==> src/hw/rtl/dspba_pkg.sv <==
// ----------------------------------------------------------------------------
// dspba_pkg
// Shared types and constants for the dual-sensor pitch bend averager.
// ----------------------------------------------------------------------------
package dspba_pkg;

  // Field widths
  localparam int SAMPLE_BITS = 10;
  localparam int LO_W        = 11;
  localparam int HI_W        = 10;
  localparam int Q_W         = 15;
  localparam int BEND_W      = 16;
  localparam int CFG_W       = 15;
  localparam int CFG_ADDR_W  = 3;
  localparam int OP_W        = 2;

  // Q14 unity
  localparam logic [Q_W-1:0] Q_ONE = 15'd16384;

  // Reset values
  localparam logic [LO_W-1:0]  LO_RESET = 11'd160;
  localparam logic [HI_W-1:0]  HI_RESET = 10'd240;
  localparam logic [CFG_W-1:0] DZ_RESET = 15'd2458;
  localparam logic [CFG_W-1:0] FS_RESET = 15'd14746;

  // Operation codes
  localparam logic [OP_W-1:0] OP_SAMPLE = 2'd0;
  localparam logic [OP_W-1:0] OP_CAL_LO = 2'd1;
  localparam logic [OP_W-1:0] OP_CAL_HI = 2'd2;
  localparam logic [OP_W-1:0] OP_NONE   = 2'd3;

  // Register indexes
  localparam logic REG_DEAD_ZONE  = 1'b0;
  localparam logic REG_FULL_SCALE = 1'b1;

  // Shared divider geometry
  localparam int DIV_NUM_W = 30;
  localparam int DIV_DEN_W = 15;
  localparam int DIV_STEP  = 2;

  // Depth of the queue between front and back
  localparam int QUEUE_DEPTH = 2;

  // Classified item, front to back
  typedef struct packed {
    logic [OP_W-1:0]        op;
    logic [SAMPLE_BITS-1:0] up;
    logic [SAMPLE_BITS-1:0] dn;
    logic [SAMPLE_BITS-1:0] mid;
    logic [SAMPLE_BITS-1:0] pk;
  } cmd_t;

  // Result word, bend in the low bits
  typedef struct packed {
    logic                   pad;
    logic [SAMPLE_BITS-1:0] level_average;
    logic [HI_W-1:0]        high_bound;
    logic [LO_W-1:0]        low_bound;
    logic [BEND_W-1:0]      bend;
  } res_t;

  // Configuration registers
  typedef struct packed {
    logic [CFG_W-1:0] dead_zone;
    logic [CFG_W-1:0] full_scale;
  } cfg_t;

endpackage

==> src/hw/rtl/dspba_front.sv <==
// ----------------------------------------------------------------------------
// dspba_front
// Input stage: takes transfers, decodes the operation and precomputes the
// pair midpoint and maximum.
// ----------------------------------------------------------------------------
module dspba_front (
  input  logic                 clk,
  input  logic                 rst_n,
  input  logic                 in_tvalid,
  output logic                 in_tready,
  input  logic [23:0]          in_tdata,   // up_sample, down_sample, zero pad
  input  logic [1:0]           in_tuser,   // operation
  output logic                 f_valid,
  input  logic                 f_ready,
  output dspba_pkg::cmd_t      f_data
);

  logic                            vld_r, vld_nxt;
  dspba_pkg::cmd_t                 cmd_r, cmd_nxt;
  logic [dspba_pkg::SAMPLE_BITS-1:0] up, dn;
  logic [dspba_pkg::SAMPLE_BITS:0]   pair_sum;
  logic                            accept;

  assign in_tready = !vld_r || f_ready;
  assign accept    = in_tvalid && in_tready;

  assign up = in_tdata[dspba_pkg::SAMPLE_BITS-1:0];
  assign dn = in_tdata[2*dspba_pkg::SAMPLE_BITS-1:dspba_pkg::SAMPLE_BITS];
  // rounded midpoint, ties up
  assign pair_sum = {1'b0, up} + {1'b0, dn} + (dspba_pkg::SAMPLE_BITS+1)'(1);

  // Next item register
  always_comb begin
    cmd_nxt = cmd_r;
    vld_nxt = vld_r;
    if (accept) begin
      cmd_nxt.op  = in_tuser;
      cmd_nxt.up  = up;
      cmd_nxt.dn  = dn;
      cmd_nxt.mid = pair_sum[dspba_pkg::SAMPLE_BITS:1];
      cmd_nxt.pk  = (up > dn) ? up : dn;
      vld_nxt     = 1'b1;
    end else if (f_ready) begin
      vld_nxt = 1'b0;
    end
  end

  always_ff @(posedge clk) begin
    if (!rst_n) begin
      vld_r <= 1'b0;
    end else begin
      vld_r <= vld_nxt;
    end
    cmd_r <= cmd_nxt;
  end

  assign f_valid = vld_r;
  assign f_data  = cmd_r;

endmodule

==> src/hw/rtl/dspba_queue.sv <==
// ----------------------------------------------------------------------------
// dspba_queue
// Short FIFO between the front and back parts.
// ----------------------------------------------------------------------------
module dspba_queue (
  input  logic            clk,
  input  logic            rst_n,
  input  logic            in_valid,
  output logic            in_ready,
  input  dspba_pkg::cmd_t in_data,
  output logic            out_valid,
  input  logic            out_ready,
  output dspba_pkg::cmd_t out_data
);

  localparam int DEPTH = dspba_pkg::QUEUE_DEPTH;
  localparam int PTR_W = (DEPTH > 1) ? $clog2(DEPTH) : 1;
  localparam int CNT_W = $clog2(DEPTH + 1);

  dspba_pkg::cmd_t    mem [DEPTH];
  logic [PTR_W-1:0]   wr_ptr_r, wr_ptr_nxt;
  logic [PTR_W-1:0]   rd_ptr_r, rd_ptr_nxt;
  logic [CNT_W-1:0]   cnt_r, cnt_nxt;
  logic               push, pop;

  assign in_ready  = (cnt_r != CNT_W'(DEPTH));
  assign out_valid = (cnt_r != '0);
  assign push      = in_valid && in_ready;
  assign pop       = out_valid && out_ready;
  assign out_data  = mem[rd_ptr_r];

  // Pointer and fill count
  always_comb begin
    wr_ptr_nxt = wr_ptr_r;
    rd_ptr_nxt = rd_ptr_r;
    cnt_nxt    = cnt_r;
    if (push) begin
      wr_ptr_nxt = (wr_ptr_r == PTR_W'(DEPTH-1)) ? '0 : wr_ptr_r + PTR_W'(1);
    end
    if (pop) begin
      rd_ptr_nxt = (rd_ptr_r == PTR_W'(DEPTH-1)) ? '0 : rd_ptr_r + PTR_W'(1);
    end
    if (push && !pop) begin
      cnt_nxt = cnt_r + CNT_W'(1);
    end else if (pop && !push) begin
      cnt_nxt = cnt_r - CNT_W'(1);
    end
  end

  always_ff @(posedge clk) begin
    if (!rst_n) begin
      wr_ptr_r <= '0;
      rd_ptr_r <= '0;
      cnt_r    <= '0;
    end else begin
      wr_ptr_r <= wr_ptr_nxt;
      rd_ptr_r <= rd_ptr_nxt;
      cnt_r    <= cnt_nxt;
    end
  end

  // Storage
  always_ff @(posedge clk) begin
    if (push) begin
      mem[wr_ptr_r] <= in_data;
    end
  end

endmodule

==> src/hw/rtl/dspba_div.sv <==
// ----------------------------------------------------------------------------
// dspba_div
// Iterative restoring divider, two quotient bits per cycle.
// ----------------------------------------------------------------------------
module dspba_div (
  input  logic                            clk,
  input  logic                            rst_n,
  input  logic                            start,
  input  logic [dspba_pkg::DIV_NUM_W-1:0] num,
  input  logic [dspba_pkg::DIV_DEN_W-1:0] den,
  output logic                            done,
  output logic [dspba_pkg::DIV_NUM_W-1:0] quot
);

  localparam int NUM_W = dspba_pkg::DIV_NUM_W;
  localparam int DEN_W = dspba_pkg::DIV_DEN_W;
  localparam int STEP  = dspba_pkg::DIV_STEP;
  localparam int ITER  = NUM_W / STEP;
  localparam int CNT_W = $clog2(ITER);

  logic [NUM_W-1:0] acc_r, acc_nxt;   // dividend bits out, quotient bits in
  logic [DEN_W:0]   rem_r, rem_nxt;
  logic [DEN_W-1:0] den_r, den_nxt;
  logic [CNT_W-1:0] cnt_r, cnt_nxt;
  logic             busy_r, busy_nxt;
  logic             done_r, done_nxt;

  always_comb begin
    logic [DEN_W:0]   r;
    logic [NUM_W-1:0] a;
    acc_nxt  = acc_r;
    rem_nxt  = rem_r;
    den_nxt  = den_r;
    cnt_nxt  = cnt_r;
    busy_nxt = busy_r;
    done_nxt = 1'b0;
    r        = rem_r;
    a        = acc_r;
    if (start) begin
      acc_nxt  = num;
      rem_nxt  = '0;
      den_nxt  = den;
      cnt_nxt  = CNT_W'(ITER - 1);
      busy_nxt = 1'b1;
    end else if (busy_r) begin
      // shift-subtract steps
      for (int i = 0; i < STEP; i++) begin
        r = {r[DEN_W-1:0], a[NUM_W-1]};
        a = {a[NUM_W-2:0], 1'b0};
        if (r >= {1'b0, den_r}) begin
          r    = r - {1'b0, den_r};
          a[0] = 1'b1;
        end
      end
      acc_nxt = a;
      rem_nxt = r;
      if (cnt_r == '0) begin
        busy_nxt = 1'b0;
        done_nxt = 1'b1;
      end else begin
        cnt_nxt = cnt_r - CNT_W'(1);
      end
    end
  end

  always_ff @(posedge clk) begin
    if (!rst_n) begin
      busy_r <= 1'b0;
      done_r <= 1'b0;
    end else begin
      busy_r <= busy_nxt;
      done_r <= done_nxt;
    end
    acc_r <= acc_nxt;
    rem_r <= rem_nxt;
    den_r <= den_nxt;
    cnt_r <= cnt_nxt;
  end

  assign done = done_r;
  assign quot = acc_r;

endmodule

==> src/hw/rtl/dspba_back.sv <==
// ----------------------------------------------------------------------------
// dspba_back
// Execution part: sample scaling, window update, means, calibration and
// bend mapping, sequenced over one shared divider.
// ----------------------------------------------------------------------------
module dspba_back #(
  parameter int WINDOW = 10
) (
  input  logic            clk,
  input  logic            rst_n,
  input  logic            q_valid,
  output logic            q_pop,
  input  dspba_pkg::cmd_t q_data,
  input  dspba_pkg::cfg_t cfg,
  output logic            out_tvalid,
  input  logic            out_tready,
  output dspba_pkg::res_t out_res
);

  localparam int SB     = dspba_pkg::SAMPLE_BITS;
  localparam int QW     = dspba_pkg::Q_W;
  localparam int NUM_W  = dspba_pkg::DIV_NUM_W;
  localparam int DEN_W  = dspba_pkg::DIV_DEN_W;
  localparam int SLOT_W = $clog2(WINDOW);
  localparam int DSUM_W = 16 + $clog2(WINDOW);
  localparam int MSUM_W = SB + $clog2(WINDOW);

  // Sequencer states
  localparam logic [3:0] ST_IDLE  = 4'd0;
  localparam logic [3:0] ST_SC_UP = 4'd1;
  localparam logic [3:0] ST_SC_DN = 4'd2;
  localparam logic [3:0] ST_UPD   = 4'd3;
  localparam logic [3:0] ST_LVL   = 4'd4;
  localparam logic [3:0] ST_PK    = 4'd5;
  localparam logic [3:0] ST_CAL   = 4'd6;
  localparam logic [3:0] ST_MEAN  = 4'd7;
  localparam logic [3:0] ST_BEND  = 4'd8;
  localparam logic [3:0] ST_OUT   = 4'd9;

  logic [3:0]                     state_r, state_nxt;
  logic                           pend_r, pend_nxt;
  dspba_pkg::cmd_t                cmd_r, cmd_nxt;
  logic [QW-1:0]                  su_r, su_nxt;
  logic [QW-1:0]                  sd_r, sd_nxt;
  logic [DSUM_W-1:0]              dsum_r, dsum_nxt;
  logic [MSUM_W-1:0]              msum_r, msum_nxt;
  logic [MSUM_W-1:0]              psum_r, psum_nxt;
  logic [SLOT_W-1:0]              slot_r, slot_nxt;
  logic                           wrapped_r, wrapped_nxt;
  logic [dspba_pkg::LO_W-1:0]     lo_r, lo_nxt;
  logic [dspba_pkg::HI_W-1:0]     hi_r, hi_nxt;
  logic [SB-1:0]                  lvl_r, lvl_nxt;
  logic [SB-1:0]                  pmean_r, pmean_nxt;
  logic [QW-1:0]                  m_r, m_nxt;
  logic [dspba_pkg::BEND_W-1:0]   bend_r, bend_nxt;
  logic                           ovld_r, ovld_nxt;
  dspba_pkg::res_t                ores_r, ores_nxt;

  // Window memories
  logic [15:0]   dwin_mem [WINDOW];
  logic [SB-1:0] mwin_mem [WINDOW];
  logic [SB-1:0] pwin_mem [WINDOW];
  logic [15:0]   dwin_rd_r;
  logic [SB-1:0] mwin_rd_r, pwin_rd_r;
  logic          win_we;
  logic [15:0]   delta;

  // Divider hookup
  logic             div_start, div_done;
  logic [NUM_W-1:0] div_num, div_quot;
  logic [DEN_W-1:0] div_den;

  dspba_div u_div (
    .clk   (clk),
    .rst_n (rst_n),
    .start (div_start),
    .num   (div_num),
    .den   (div_den),
    .done  (div_done),
    .quot  (div_quot)
  );

  // Sample scaling terms
  logic [SB-1:0]      x_sel;
  logic [SB:0]        x_ext, x_clip, diff11, span11;
  logic               scale_degen;
  logic [QW-1:0]      scale_flat;
  logic [NUM_W-1:0]   scale_num;
  logic [DEN_W-1:0]   scale_den;

  assign x_sel       = (state_r == ST_SC_UP) ? cmd_r.up : cmd_r.dn;
  assign x_ext       = {1'b0, x_sel};
  assign scale_degen = ({1'b0, hi_r} <= lo_r);
  assign scale_flat  = (x_ext > lo_r) ? dspba_pkg::Q_ONE : '0;
  assign x_clip      = (x_ext < lo_r) ? lo_r :
                       (x_ext > {1'b0, hi_r}) ? {1'b0, hi_r} : x_ext;
  assign diff11      = x_clip - lo_r;
  assign span11      = {1'b0, hi_r} - lo_r;
  assign scale_num   = NUM_W'({diff11[SB-1:0], 14'd0}) + NUM_W'(span11[SB-1:1]);
  assign scale_den   = DEN_W'(span11[SB-1:0]);

  // Mean terms, round half up over the window
  logic               dneg;
  logic [DSUM_W-1:0]  dmag;
  logic [NUM_W-1:0]   dmean_num, lmean_num, pmean_num;
  logic [DEN_W-1:0]   mean_den;

  assign dneg      = dsum_r[DSUM_W-1];
  assign dmag      = dneg ? (DSUM_W'(0) - dsum_r) : dsum_r;
  assign dmean_num = NUM_W'({dmag, 1'b0}) + NUM_W'(WINDOW);
  assign lmean_num = NUM_W'({msum_r, 1'b0}) + NUM_W'(WINDOW);
  assign pmean_num = NUM_W'({psum_r, 1'b0}) + NUM_W'(WINDOW);
  assign mean_den  = DEN_W'(2 * WINDOW);

  // Calibration terms
  logic [13:0]        cal_prod;
  logic [NUM_W-1:0]   cal_num;

  assign cal_prod = (cmd_r.op == dspba_pkg::OP_CAL_LO) ?
                    ({4'd0, lvl_r} * 14'd11 + 14'd5) :
                    ({4'd0, pmean_r} * 14'd9 + 14'd5);
  assign cal_num  = NUM_W'(cal_prod);

  // Bend mapping terms
  logic [QW-1:0]      bdiff, bspan, bmag;
  logic [NUM_W-1:0]   bend_num;
  logic [15:0]        bmag16;

  assign bdiff    = m_r - cfg.dead_zone;
  assign bspan    = cfg.full_scale - cfg.dead_zone;
  assign bend_num = NUM_W'({bdiff, 14'd0}) + NUM_W'(bspan[QW-1:1]);
  assign bmag     = (div_quot > NUM_W'(dspba_pkg::Q_ONE)) ? dspba_pkg::Q_ONE :
                    div_quot[QW-1:0];
  assign bmag16   = {1'b0, bmag};

  assign delta = {1'b0, su_r} - {1'b0, sd_r};

  // Sequencer
  always_comb begin
    logic [15:0]   old_d;
    logic [SB-1:0] old_m, old_p;
    state_nxt   = state_r;
    pend_nxt    = pend_r;
    cmd_nxt     = cmd_r;
    su_nxt      = su_r;
    sd_nxt      = sd_r;
    dsum_nxt    = dsum_r;
    msum_nxt    = msum_r;
    psum_nxt    = psum_r;
    slot_nxt    = slot_r;
    wrapped_nxt = wrapped_r;
    lo_nxt      = lo_r;
    hi_nxt      = hi_r;
    lvl_nxt     = lvl_r;
    pmean_nxt   = pmean_r;
    m_nxt       = m_r;
    bend_nxt    = bend_r;
    ovld_nxt    = ovld_r;
    ores_nxt    = ores_r;
    q_pop       = 1'b0;
    div_start   = 1'b0;
    div_num     = '0;
    div_den     = '0;
    win_we      = 1'b0;
    old_d       = wrapped_r ? dwin_rd_r : '0;
    old_m       = wrapped_r ? mwin_rd_r : '0;
    old_p       = wrapped_r ? pwin_rd_r : '0;

    if (ovld_r && out_tready) begin
      ovld_nxt = 1'b0;
    end

    case (state_r)
      ST_IDLE: begin
        if (q_valid) begin
          q_pop    = 1'b1;
          cmd_nxt  = q_data;
          pend_nxt = 1'b0;
          case (q_data.op)
            dspba_pkg::OP_SAMPLE: state_nxt = ST_SC_UP;
            dspba_pkg::OP_CAL_HI: state_nxt = ST_PK;
            default:              state_nxt = ST_LVL;
          endcase
        end
      end
      ST_SC_UP, ST_SC_DN: begin
        if (!pend_r) begin
          if (scale_degen) begin
            if (state_r == ST_SC_UP) begin
              su_nxt    = scale_flat;
              state_nxt = ST_SC_DN;
            end else begin
              sd_nxt    = scale_flat;
              state_nxt = ST_UPD;
            end
          end else begin
            div_start = 1'b1;
            div_num   = scale_num;
            div_den   = scale_den;
            pend_nxt  = 1'b1;
          end
        end else if (div_done) begin
          pend_nxt = 1'b0;
          if (state_r == ST_SC_UP) begin
            su_nxt    = div_quot[QW-1:0];
            state_nxt = ST_SC_DN;
          end else begin
            sd_nxt    = div_quot[QW-1:0];
            state_nxt = ST_UPD;
          end
        end
      end
      ST_UPD: begin
        // replace the oldest entry and slide the running sums
        win_we   = 1'b1;
        dsum_nxt = dsum_r + {{(DSUM_W-16){delta[15]}}, delta}
                          - {{(DSUM_W-16){old_d[15]}}, old_d};
        msum_nxt = msum_r + MSUM_W'(cmd_r.mid) - MSUM_W'(old_m);
        psum_nxt = psum_r + MSUM_W'(cmd_r.pk) - MSUM_W'(old_p);
        if (slot_r == SLOT_W'(WINDOW - 1)) begin
          slot_nxt    = '0;
          wrapped_nxt = 1'b1;
        end else begin
          slot_nxt = slot_r + SLOT_W'(1);
        end
        state_nxt = ST_LVL;
      end
      ST_LVL: begin
        if (!pend_r) begin
          div_start = 1'b1;
          div_num   = lmean_num;
          div_den   = mean_den;
          pend_nxt  = 1'b1;
        end else if (div_done) begin
          pend_nxt  = 1'b0;
          lvl_nxt   = div_quot[SB-1:0];
          state_nxt = ((cmd_r.op == dspba_pkg::OP_CAL_LO) ||
                       (cmd_r.op == dspba_pkg::OP_CAL_HI)) ? ST_CAL : ST_MEAN;
        end
      end
      ST_PK: begin
        if (!pend_r) begin
          div_start = 1'b1;
          div_num   = pmean_num;
          div_den   = mean_den;
          pend_nxt  = 1'b1;
        end else if (div_done) begin
          pend_nxt  = 1'b0;
          pmean_nxt = div_quot[SB-1:0];
          state_nxt = ST_LVL;
        end
      end
      ST_CAL: begin
        if (!pend_r) begin
          div_start = 1'b1;
          div_num   = cal_num;
          div_den   = DEN_W'(10);
          pend_nxt  = 1'b1;
        end else if (div_done) begin
          pend_nxt = 1'b0;
          if (cmd_r.op == dspba_pkg::OP_CAL_LO) begin
            lo_nxt = div_quot[dspba_pkg::LO_W-1:0];
          end else begin
            hi_nxt = div_quot[dspba_pkg::HI_W-1:0];
          end
          state_nxt = ST_MEAN;
        end
      end
      ST_MEAN: begin
        if (!pend_r) begin
          div_start = 1'b1;
          div_num   = dmean_num;
          div_den   = mean_den;
          pend_nxt  = 1'b1;
        end else if (div_done) begin
          pend_nxt  = 1'b0;
          m_nxt     = div_quot[QW-1:0];
          state_nxt = ST_BEND;
        end
      end
      ST_BEND: begin
        if (!pend_r) begin
          if (m_r <= cfg.dead_zone) begin
            bend_nxt  = '0;
            state_nxt = ST_OUT;
          end else if (cfg.full_scale <= cfg.dead_zone) begin
            bend_nxt  = dneg ? (16'd0 - {1'b0, dspba_pkg::Q_ONE})
                             : {1'b0, dspba_pkg::Q_ONE};
            state_nxt = ST_OUT;
          end else begin
            div_start = 1'b1;
            div_num   = bend_num;
            div_den   = bspan;
            pend_nxt  = 1'b1;
          end
        end else if (div_done) begin
          pend_nxt  = 1'b0;
          bend_nxt  = dneg ? (16'd0 - bmag16) : bmag16;
          state_nxt = ST_OUT;
        end
      end
      ST_OUT: begin
        if (!ovld_r || out_tready) begin
          ovld_nxt               = 1'b1;
          ores_nxt.pad           = 1'b0;
          ores_nxt.level_average = lvl_r;
          ores_nxt.high_bound    = hi_r;
          ores_nxt.low_bound     = lo_r;
          ores_nxt.bend          = bend_r;
          state_nxt              = ST_IDLE;
        end
      end
      default: begin
        state_nxt = ST_IDLE;
      end
    endcase
  end

  always_ff @(posedge clk) begin
    if (!rst_n) begin
      state_r   <= ST_IDLE;
      pend_r    <= 1'b0;
      dsum_r    <= '0;
      msum_r    <= '0;
      psum_r    <= '0;
      slot_r    <= '0;
      wrapped_r <= 1'b0;
      lo_r      <= dspba_pkg::LO_RESET;
      hi_r      <= dspba_pkg::HI_RESET;
      ovld_r    <= 1'b0;
    end else begin
      state_r   <= state_nxt;
      pend_r    <= pend_nxt;
      dsum_r    <= dsum_nxt;
      msum_r    <= msum_nxt;
      psum_r    <= psum_nxt;
      slot_r    <= slot_nxt;
      wrapped_r <= wrapped_nxt;
      lo_r      <= lo_nxt;
      hi_r      <= hi_nxt;
      ovld_r    <= ovld_nxt;
    end
    cmd_r   <= cmd_nxt;
    su_r    <= su_nxt;
    sd_r    <= sd_nxt;
    lvl_r   <= lvl_nxt;
    pmean_r <= pmean_nxt;
    m_r     <= m_nxt;
    bend_r  <= bend_nxt;
    ores_r  <= ores_nxt;
  end

  // Window memories: the current slot is written once per sample item and read through a register
  always_ff @(posedge clk) begin
    if (win_we) begin
      dwin_mem[slot_r] <= delta;
      mwin_mem[slot_r] <= cmd_r.mid;
      pwin_mem[slot_r] <= cmd_r.pk;
    end
    dwin_rd_r <= dwin_mem[slot_r];
    mwin_rd_r <= mwin_mem[slot_r];
    pwin_rd_r <= pwin_mem[slot_r];
  end

  assign out_tvalid = ovld_r;
  assign out_res    = ores_r;

endmodule

==> src/hw/rtl/dual_sensor_pitch_bend_averager.sv <==
// ----------------------------------------------------------------------------
// dual_sensor_pitch_bend_averager
// Averages bend-up minus bend-down light readings over a sliding window and
// maps the mean to a Q14 pitch bend; also calibrates the raw bounds.
// ----------------------------------------------------------------------------
// Divisions: every division runs on the one shared divider; a sample pair
//   runs up to five of them, a low-bound calibration up to four, a
//   high-bound one up to five and an unused operation up to three.
// Items: the back part works on one item at a time; the queue holds later ones.
// Reset: synchronous, active low; windows read as zero until first written,
//   bounds return to 160 and 240, registers to their defaults.
// ----------------------------------------------------------------------------
module dual_sensor_pitch_bend_averager #(
  parameter int WINDOW = 10
) (
  input  logic        clk,
  input  logic        rst_n,
  // input stream
  input  logic        in_tvalid,
  output logic        in_tready,
  input  logic [23:0] in_tdata,    // [9:0] up_sample, [19:10] down_sample
  input  logic [1:0]  in_tuser,    // [1:0] operation
  // result stream
  output logic        out_tvalid,
  input  logic        out_tready,
  output logic [47:0] out_tdata,   // [15:0] bend, [26:16] low_bound,
                                   // [36:27] high_bound, [46:37] level_average
  // configuration
  input  logic        cfg_psel,
  input  logic        cfg_penable,
  input  logic        cfg_pwrite,
  input  logic [2:0]  cfg_paddr,
  input  logic [31:0] cfg_pwdata,
  output logic [31:0] cfg_prdata,
  output logic        cfg_pready
);

  logic [dspba_pkg::CFG_W-1:0]    dead_zone_r, dead_zone_nxt;
  logic [dspba_pkg::CFG_W-1:0]    full_scale_r, full_scale_nxt;
  logic                           cfg_wr;
  logic                           reg_idx;
  dspba_pkg::cfg_t                cfg;

  logic            f_valid, f_ready;
  dspba_pkg::cmd_t f_data;
  logic            q_valid, q_pop;
  dspba_pkg::cmd_t q_data;
  dspba_pkg::res_t out_res;

  // Configuration registers
  assign cfg_pready = 1'b1;
  assign reg_idx    = cfg_paddr[2];
  assign cfg_wr     = cfg_psel && cfg_penable && cfg_pwrite && cfg_pready;

  always_comb begin
    dead_zone_nxt  = dead_zone_r;
    full_scale_nxt = full_scale_r;
    if (cfg_wr) begin
      if (reg_idx == dspba_pkg::REG_DEAD_ZONE) begin
        dead_zone_nxt = cfg_pwdata[dspba_pkg::CFG_W-1:0];
      end else begin
        full_scale_nxt = cfg_pwdata[dspba_pkg::CFG_W-1:0];
      end
    end
  end

  always_ff @(posedge clk) begin
    if (!rst_n) begin
      dead_zone_r  <= dspba_pkg::DZ_RESET;
      full_scale_r <= dspba_pkg::FS_RESET;
    end else begin
      dead_zone_r  <= dead_zone_nxt;
      full_scale_r <= full_scale_nxt;
    end
  end

  assign cfg_prdata = (reg_idx == dspba_pkg::REG_FULL_SCALE) ?
                      32'(full_scale_r) : 32'(dead_zone_r);

  assign cfg.dead_zone  = dead_zone_r;
  assign cfg.full_scale = full_scale_r;

  // Front: accept and classify
  dspba_front u_front (
    .clk       (clk),
    .rst_n     (rst_n),
    .in_tvalid (in_tvalid),
    .in_tready (in_tready),
    .in_tdata  (in_tdata),
    .in_tuser  (in_tuser),
    .f_valid   (f_valid),
    .f_ready   (f_ready),
    .f_data    (f_data)
  );

  // Queue between front and back
  dspba_queue u_queue (
    .clk       (clk),
    .rst_n     (rst_n),
    .in_valid  (f_valid),
    .in_ready  (f_ready),
    .in_data   (f_data),
    .out_valid (q_valid),
    .out_ready (q_pop),
    .out_data  (q_data)
  );

  // Back: execute
  dspba_back #(
    .WINDOW (WINDOW)
  ) u_back (
    .clk        (clk),
    .rst_n      (rst_n),
    .q_valid    (q_valid),
    .q_pop      (q_pop),
    .q_data     (q_data),
    .cfg        (cfg),
    .out_tvalid (out_tvalid),
    .out_tready (out_tready),
    .out_res    (out_res)
  );

  assign out_tdata = out_res;

  // Checks
  a_front_backpressure: assert property (@(posedge clk) disable iff (!rst_n)
    (f_valid && !f_ready) |-> !in_tready)
    else $error("input taken while front stage is blocked");

  a_bend_range: assert property (@(posedge clk) disable iff (!rst_n)
    out_tvalid |-> ($signed(out_tdata[15:0]) <= 16'sd16384 &&
                    $signed(out_tdata[15:0]) >= -16'sd16384))
    else $error("bend outside full scale");

  a_low_bound_range: assert property (@(posedge clk) disable iff (!rst_n)
    out_tvalid |-> (out_tdata[26:16] <= 11'd1126))
    else $error("low bound outside calibration range");

  a_pop_when_ready: assert property (@(posedge clk) disable iff (!rst_n)
    q_pop |-> (q_valid && !out_tvalid) || (q_valid && out_tvalid))
    else $error("queue popped while empty");

endmodule
==> config.mk <==
export PLATFORM = sky130hd
export DESIGN_NAME = dual_sensor_pitch_bend_averager
export DESIGN_NICKNAME = d
export VERILOG_FILES = /design/src/hw/rtl/dspba_pkg.sv /design/src/hw/rtl/dspba_front.sv /design/src/hw/rtl/dspba_queue.sv /design/src/hw/rtl/dspba_div.sv /design/src/hw/rtl/dspba_back.sv /design/src/hw/rtl/dual_sensor_pitch_bend_averager.sv
export SDC_FILE = /design/constraint.sdc
export NUM_CORES = 2
export LEC_CHECK = 0
export BUFFER_PORTS_ARGS = -buffer_cell sky130_fd_sc_hd__buf_4
export CORE_MARGIN = 2
export CORE_UTILIZATION = 57
export CTS_CLUSTER_SIZE = 14
export DETAILED_ROUTE_END_ITERATION = 12
export PLACE_DENSITY = 0.76
export SYNTH_ARGS = -nofsm -noshare
export SYNTH_HDL_FRONTEND = slang
export SYNTH_SLANG_ARGS = --single-unit
==> constraint.sdc <==
create_clock -name clk -period 5.55 [get_ports clk]
set_input_delay 1.665 -clock clk [delete_from_list [all_inputs] [get_ports clk]]
set_output_delay 1.665 -clock clk [all_outputs]
set_load 0.03 [all_outputs]
Word-level counts from Yosys, hierarchy flattened
Memory sizes are Yosys's and may differ from the RTL's. A register that Yosys moved wholly into a read port is not among the register bits. Index checks and enable logic that the tools add are counted.

Output and inout port bits: 83. ROM bits: 0. Input port bits: 68. Flip-flop bits (word level): 393. RAM bits: 444. Bits in latches: 0. Memories: 4. Logic and storage cells: 279.

Memories: u_back.dwin_mem (depth 10, width 16, rd ports 1, clocked after memory_dff 1, wr ports 1, RTL line dspba_back.sv:60) `logic [15:0] dwin_mem [WINDOW];`; u_back.mwin_mem (depth 10, width 10, rd ports 1, clocked after memory_dff 1, wr ports 1, RTL line dspba_back.sv:61) `logic [SB-1:0] mwin_mem [WINDOW];`; u_back.pwin_mem (depth 10, width 10, rd ports 1, clocked after memory_dff 1, wr ports 1, RTL line dspba_back.sv:62) `logic [SB-1:0] pwin_mem [WINDOW];`; u_queue.mem (depth 2, width 42, rd ports 1, clocked after memory_dff 1, wr ports 1, RTL line dspba_queue.sv:20) `dspba_pkg::cmd_t mem [DEPTH];`.

Bitwise gates (word level): 6. $add $sub $neg: 30. Magnitude comparators: 10. Equal/unequal tests: 29. Reduce and logical (&&, ||, !) cells: 45. Div/mod/pow operators: 0. Muxes and demuxes: 111. Multiply operators: 2. Shift-type cells: 0.

Operator list (number): 15-bit two-way mux (21); 30-bit two-way mux (10); 30-bit case mux with 6 select lines (1); 16-bit two-way mux (7); 4-bit two-way mux (19); 10-bit two-way mux (7); 15-bit case mux with 4 select lines (1); 15-bit subtractor (4); 4-bit case mux with 9 select lines (1); 1-bit two-way mux (35); 15-bit by 4-bit adder with 16-bit output (second input constant) (2); 16-bit by 15-bit >= comparator with 1-bit output (2); 29-bit by 14-bit adder with 30-bit output (1); 30-bit by 15-bit greater-than comparator with 1-bit output (second input constant) (1); 15-bit less-or-equal comparator (2); 14-bit by 10-bit adder with 14-bit output (2); 14-bit by 3-bit adder with 14-bit output (second input constant) (2); 10-bit by 4-bit multiplier with 14-bit output (second input constant) (2); 14-bit two-way mux (2); 14-bit by 10-bit subtractor with 14-bit output (2); 24-bit by 9-bit adder with 25-bit output (1); 21-bit by 4-bit adder with 22-bit output (second input constant) (1); 20-bit adder (1); 10-bit greater-than comparator (2); other kinds (48) (104).

Longest topological paths before layout
Depth after elaboration: 11. Depth in mapped cells: 25. Depth with buffers taken out: 24.

Modules after synthesis
Synthesis repeated with hierarchy kept, for this count alone.

Cell total of the unflattened synthesis: 3731. Area total of the unflattened synthesis: 45585.0 um2.

Modules (own cells, without submodules): dspba_back (instances 1, seq. area each 18237.5 um2, area an instance 33950.1 um2, cells each 2806); dspba_div (instances 1, seq. area each 1771.7 um2, area an instance 4469.3 um2, cells each 415); dspba_queue (instances 1, seq. area each 2622.5 um2, area an instance 3263.1 um2, cells each 155); dspba_front (instances 1, seq. area each 1281.2 um2, area an instance 2351.0 um2, cells each 199); dual_sensor_pitch_bend_averager (instances 1, seq. area each 600.6 um2, area an instance 1551.5 um2, cells each 156).

Least setup slack after synthesis
No wires, ideal clock.

Path type: flip-flop to flip-flop. Start point: register u_back.su_r[0]. End point: register u_back.dsum_r[19]. Arrival: 5.434 ns. Data required time: 5.428 ns. Slack: -0.006 ns. Clock period less this slack: 5.556 ns. Stages on the path, launching flop included: 22. Setup time: 0.122 ns. Buffers on the path: 0. Cell sequence: edfxtp_1 -> inv_1 -> ha_1 -> inv_1 -> fa_1 -> a21o_1 -> a21oi_1 -> nor2b_1 -> o21a_1 -> o311a_1 -> o21a_1 -> o21ai_0 -> a211oi_1 -> o311ai_0 -> fa_1 -> ha_1 -> a21o_1 -> o21ai_0 -> a21oi_1 -> o21a_1 -> mux2_2 -> nand3_1.

Cells in the longest elaborated chain, start to end: 3.

Ends and longest elaborated chain: start: declaration (RTL line dspba_back.sv:43) `logic [QW-1:0] su_r, su_nxt;`; start signal: assignment (RTL line dspba_back.sv:344) `su_r <= su_nxt;`; 15-bit by 15-bit subtractor with 16-bit output (RTL line dspba_back.sv:136) `assign delta = {1'b0, su_r} - {1'b0, sd_r};`; net u_back.delta[14] (RTL line dspba_back.sv:66) `logic [15:0] delta;`; 20-bit adder (RTL line dspba_back.sv:216) `dsum_nxt = dsum_r + {{(DSUM_W-16){delta[15]}}, delta}`; 20-bit subtractor (RTL line dspba_back.sv:217) `- {{(DSUM_W-16){old_d[15]}}, old_d};`; end signal: assignment (RTL line dspba_back.sv:334) `dsum_r <= dsum_nxt;`; end: declaration (RTL line dspba_back.sv:45) `logic [DSUM_W-1:0] dsum_r, dsum_nxt;`.

The timed path passes the listed nets, and every way through them passes these cells. A chain may end at the register's enable or synchronous reset.

Final worst setup path
Start point: register u_back.state_r[1]. End point: register u_back.u_div.acc_r[22], in the netlist u_back.u_div.quot[22] (data pin).

Cells in the longest elaborated chain, start to end: 11. Elaborated cells between the ends (all ways): 21. Those cells by class: 2 x add/sub; 2 x order compare; 7 x eq/ne; 8 x mux; 2 x reduce/logical.

Ends and longest elaborated chain: start: declaration (RTL line dspba_back.sv:40) `logic [3:0] state_r, state_nxt;`; start signal: assignment (RTL line dspba_back.sv:332) `state_r <= state_nxt;`; 4-bit by 1-bit == test with 1-bit output (RTL line dspba_back.sv:91, dspba_back.sv:173); 10-bit two-way mux (RTL line dspba_back.sv:91) `assign x_sel = (state_r == ST_SC_UP) ? cmd_r.up : cmd_r.dn;`; 10-bit greater-than comparator (RTL line dspba_back.sv:96) `(x_ext > {1'b0, hi_r}) ? {1'b0, hi_r} : x_ext;`; 10-bit two-way mux (RTL line dspba_back.sv:96); 10-bit two-way mux (RTL line dspba_back.sv:95) `assign x_clip = (x_ext < lo_r) ? lo_r :`; 10-bit subtractor (RTL line dspba_back.sv:97) `assign diff11 = x_clip - lo_r;`; 24-bit by 9-bit adder with 25-bit output (RTL line dspba_back.sv:99) `assign scale_num = NUM_W'({diff11[SB-1:0], 14'd0}) + NUM_W'(span11[SB-1:1]);`; 30-bit two-way mux (RTL line dspba_back.sv:188) `if (scale_degen) begin`; 30-bit two-way mux (RTL line dspba_back.sv:187) `if (!pend_r) begin`; 30-bit case mux with 6 select lines (RTL line dspba_back.sv:173) `case (state_r)`; 30-bit two-way mux * (RTL line dspba_div.sv:39) `if (start) begin`; net u_back.u_div.acc_nxt[22] (RTL line dspba_div.sv:21) `logic [NUM_W-1:0] acc_r, acc_nxt;`; end signal: assignment (RTL line dspba_div.sv:74) `acc_r <= acc_nxt;`; end: declaration (RTL line dspba_div.sv:21).

The timed path passes the listed nets; every way through them passes the cells marked *.

==> key figures <==
Place
  • Placer congestion estimate: 0.944
  • Half-perimeter wire length after placement: 72100 µm
  • IO Port Bufs: 108
  • Number of placed instances, taps included: 4734
  • Cell Area, Placed: 46700 µm²

Setup path
  • Critical Path Source Type: register
  • CP Capture Type: register
  • Slowest library cell on the worst path: sky130_fd_sc_hd__or4_1
  • Start-to-end type of the worst setup path: reg -> reg
  • Data required time of the worst path: 5.94 ns
  • Crit path arrival time: 5.67 ns
  • Top cell family by delay on the critical path: compound AO/OA/AOI/OAI gates
  • Combined buffer and inverter count along the critical path: 2
  • Ordered cell list for the critical path: nand2b_1 > nor3_2 > buf_4 > mux2_2 > ha_1 > or4_1 > a21oi_1 > a211o_1 > a21o_1 > mux2i_1 > mux2i_1 > ha_1 > inv_1 > fa_1 > a21o_1 > a21o_1 > a21o_1 > a21oi_1 > o21ai_0 > xnor2_1 > nor2_1 > a221o_1
  • Maximum fanout along the worst path: 10
  • Library cell appearing most often on the critical path: sky130_fd_sc_hd__a21o_1
  • Peak per-stage delay on the critical path: 0.50 ns

Clock network
  • H-tree depth reported by CTS: 3
  • CTS clock-pin slew for the worst setup and hold paths: 0.06 ns
  • Clock tree root buffer cell: sky130_fd_sc_hd__clkbuf_16
  • Hold buffers post-CTS: 0
  • Maximum buffer depth of the clock tree: 3
  • Clock tree from TritonCTS: built
  • Number of CTS-inserted buffers: 89
  • Worst-skew pair later-pin latency: 0.65 ns
  • Total clock sinks: 874

GRT
  • Via count of the first global-routing pass: 28.6k
  • Antenna violations before repair: 3
  • Combined global-route utilization of all metal layers: 25.9%
  • Grt ovf: 0
  • Largest net degree at the start of global routing: 62
  • Wire length of the first global-routing pass: 162000 µm

Logic synthesis
  • Post-synthesis share of cell area spent on full adders, half adders and majority gates: 9.64%
  • Fraction of the yosys area taken by sequential cells: 55.1%
  • Share of the synthesized area in compound gates (AO/OA/AOI/OAI): 10.8%
  • Mean cell area of the mapped netlist: 12.2 µm²
  • Post-synthesis mux area share: 7.24%
  • Cell taking the most area after synthesis: sky130_fd_sc_hd__edfxtp_1
  • Synth top area share: 47.3%
  • Ranking of synthesized cells by area: sky130_fd_sc_hd__edfxtp_1 47%, sky130_fd_sc_hd__dfxtp_1 7.8%, sky130_fd_sc_hd__ha_1 7.3%, sky130_fd_sc_hd__mux4_2 3.6%, sky130_fd_sc_hd__a21oi_1 2.9%
  • Main flop type after synthesis: sky130_fd_sc_hd__edfxtp_1
  • Count of warnings emitted by yosys: 0
  • Fraction of the mapped netlist area in simple logic gates: 9.50%
  • Synthesized flop and latch total: 874
  • Number of synthesized flops with an enable pin: 701
  • Post-Synthesis Cell Area: 44500 µm²
  • Main combinational cell family by area after synthesis: compound AO/OA/AOI/OAI gates
  • Post-synthesis cell count: 3652
  • Synthesized-area fraction occupied by xor and xnor cells: 3.82%
  • Unique masters post-synth: 93
  • Share of flip-flops with an asynchronous set or reset: 0%

Floorplan
  • Core region area: 77300 µm²
  • # rows: 102
  • Overall die area: 80300 µm²
  • Number of primary I/O pins: 151
  • Die height: 283 µm
  • Die outline width: 283 µm
  • Starting density of the core: 57.5%

Cells and area
  • Count of nets after finishing: 4168
  • Share of layout cells above drive strength 1: 14.1%
  • Post-Layout Cell Count: 4902
  • Combined flip-flop and latch cell area: 24500 µm²
  • Area delta synth->final: 11.8%
  • Utilization after layout: 64.3%
  • Final design area excluding fillers: 49700 µm²
  • Multi-input combinational cell area: 18500 µm²
  • Count of filler cells inserted in the layout: 5928
  • N_diodes: 0

Timing
  • Tcrit/Tclk final: 95.2%
  • Number of slew-limit violations in the final report: 0
  • Worst slew margin: 23.1%
  • Maximum clock frequency: 189 MHz
  • Final setup violation count: 0
  • Post-route clock skew: 0.0319 ns
  • Final Hold Violating Endpoints: 0
  • Final Critical Period: 5.28 ns
  • Final worst hold slack: 0.418 ns
  • Transition time at the pin with the least slew margin: 1.15 ns

Power
  • Total power per unit cell area: 462 nW/µm²
  • Cell leakage power: 18.4 nW
  • Maximum resistive drop on vdd: 0.413 mV

Run status
  • Status: completed

Drt
  • Router iterations before antenna repair: 7
  • Final antenna-violating net count: 0
  • Detail-routed via count per cell: 5.97
  • Count of unresolved DRC violations after routing: 0
  • Iteration-0 DRC count of the detailed router: 2731
  • Final routed wire length divided by cell count: 21.4 µm
  • Total Wirelength: 105000 µm
  • Number of vias in the routed layout: 29.2k

Min path
  • Hold/Removal Path Class: reg -> reg

Job
  • Max-Cap Viols: 0
[final cells by class]
class	instances	area share [%]
sequential	874	49.3
multi-input combinational	2355	37.2
clock buffer	115	4.90
timing repair buffer	193	2.93
tap	1040	2.62
inverter	276	2.08
clock inverter	49	0.969
[final timing paths]
path                                 to  cells past startpoint  slack [ns]         startpoint
setup reg to reg  u_back.u_div.quot[22]                     22        0.27  u_back.state_r[1]
hold reg to reg       u_back.out_res[8]                      0        0.42   u_back.bend_r[8]
hold / removal        u_back.out_res[8]                      0        0.42   u_back.bend_r[8]
setup / recovery  u_back.u_div.quot[22]                     22        0.27  u_back.state_r[1]
[registers in the layout (all words and copies together), names as in the netlist, 11 cells and up, named ones only]
| signal | flops |
|---|---|
| u_back.u_div.rem_r | 15 |
| u_back.m_r | 15 |
| u_back.bend_r | 16 |
| u_queue.mem | 84 |
| u_back.out_res | 47 |
| u_front.f_data | 42 |
| u_back.msum_r | 14 |
| u_back.pwin_mem | 100 |
| u_back.su_r | 15 |
| u_back.dsum_r | 20 |
| u_back.u_div.den_r | 15 |
| u_back.mwin_mem | 100 |
| u_back.psum_r | 14 |
| u_back.u_div.quot | 30 |
| u_back.cmd_r | 42 |
| full_scale_r | 15 |
| u_back.dwin_rd_r | 16 |
| dead_zone_r | 15 |
| u_back.dwin_mem | 160 |
| u_back.lo_r | 11 |
| u_back.sd_r | 15 |
[stage by stage]
step / worst slack, ns / power [mW] / setup TNS (ns)
after floorplan: 0.0573 / 14.7 / 0
after global placement: 0.0183 / 16.6 / 0
after detailed placement: 0.00741 / 16.8 / 0
after CTS: 0.0747 / 22.8 / 0
after global routing: -0.00887 / 24.2 / -0.00887
final: 0.267 / 23.0 / 0
[cells by family (layout without fill, tap and decap cells)]
family | Yosys count | after routing
compound gates | 744 | 744
other cells | 2 | 19
xor+xnor | 194 | 194
mux | 223 | 223
fa+ha+maj | 311 | 311
simple gates | 864 | 864
buf+inv | 440 | 633
flops | 874 | 874
[cells in the mapped netlist, drive strengths merged (33+ instances only)]
cell	number
a211oi	61
a21o	47
a21oi	265
and2	83
buf	51
clkbuf	113
dfxtp	173
edfxtp	701
fa	53
ha	258
inv	275
mux2	67
mux2i	84
mux4	72
nand2	275
nand3	43
nand4	33
nor2	183
nor3	71
o21ai	116
xnor2	129
xor2	65
[where the power goes]
group          internal (mW)  switching [mW]
sequential              8.12           0.628
combinational           3.44            4.85
clock                   3.45            2.52
[cell usage in the layout (no fill, tap or decap), types with 16 or more instances in the layout]
cell,Yosys,layout
sky130_fd_sc_hd__a211oi_1,60,57
sky130_fd_sc_hd__a21o_1,47,47
sky130_fd_sc_hd__a21oi_1,262,258
sky130_fd_sc_hd__a31oi_1,32,32
sky130_fd_sc_hd__and2_1,82,81
sky130_fd_sc_hd__and3_1,17,16
sky130_fd_sc_hd__buf_4,20,191
sky130_fd_sc_hd__clkbuf_1,113,18
sky130_fd_sc_hd__clkbuf_16,0,92
sky130_fd_sc_hd__clkinv_2,0,20
sky130_fd_sc_hd__conb_1,2,19
sky130_fd_sc_hd__dfxtp_1,173,168
sky130_fd_sc_hd__edfxtp_1,701,701
sky130_fd_sc_hd__fa_1,53,53
sky130_fd_sc_hd__ha_1,258,257
sky130_fd_sc_hd__inv_1,273,273
sky130_fd_sc_hd__mux2_2,66,66
sky130_fd_sc_hd__mux2i_1,84,84
sky130_fd_sc_hd__mux4_2,72,72
sky130_fd_sc_hd__nand2_1,275,275
sky130_fd_sc_hd__nand2b_1,31,31
sky130_fd_sc_hd__nand3_1,43,42
sky130_fd_sc_hd__nand4_1,33,33
sky130_fd_sc_hd__nor2_1,183,175
sky130_fd_sc_hd__nor2b_1,31,30
sky130_fd_sc_hd__nor3_1,69,62
sky130_fd_sc_hd__nor4_1,19,17
sky130_fd_sc_hd__o211ai_1,29,29
sky130_fd_sc_hd__o21a_1,28,28
sky130_fd_sc_hd__o21ai_0,115,112
sky130_fd_sc_hd__o21bai_1,21,21
sky130_fd_sc_hd__o22ai_1,17,17
sky130_fd_sc_hd__o31ai_1,17,17
sky130_fd_sc_hd__or3_1,25,25
sky130_fd_sc_hd__xnor2_1,129,128
sky130_fd_sc_hd__xor2_1,65,65
[per-layer routing]
metal | global-route usage [%] | vias to the layer above | part of all wire (%)
li1 | - | 13700 | -
met1 | 36.5 | 14400 | 43
met2 | 41.3 | 996 | 47
met3 | 4.84 | 185 | 7.6
met4 | 7.61 | 4 | 2.6
met5 | 0 | - | 0.024
[what timing repair did]
action | CTS | global route
setup buffers | 0 | 4
setup endpoints to repair | 1 | 18
resized for setup | 1 | 15
pin swaps | 0 | 5
(Power assumes the default switching activity.)
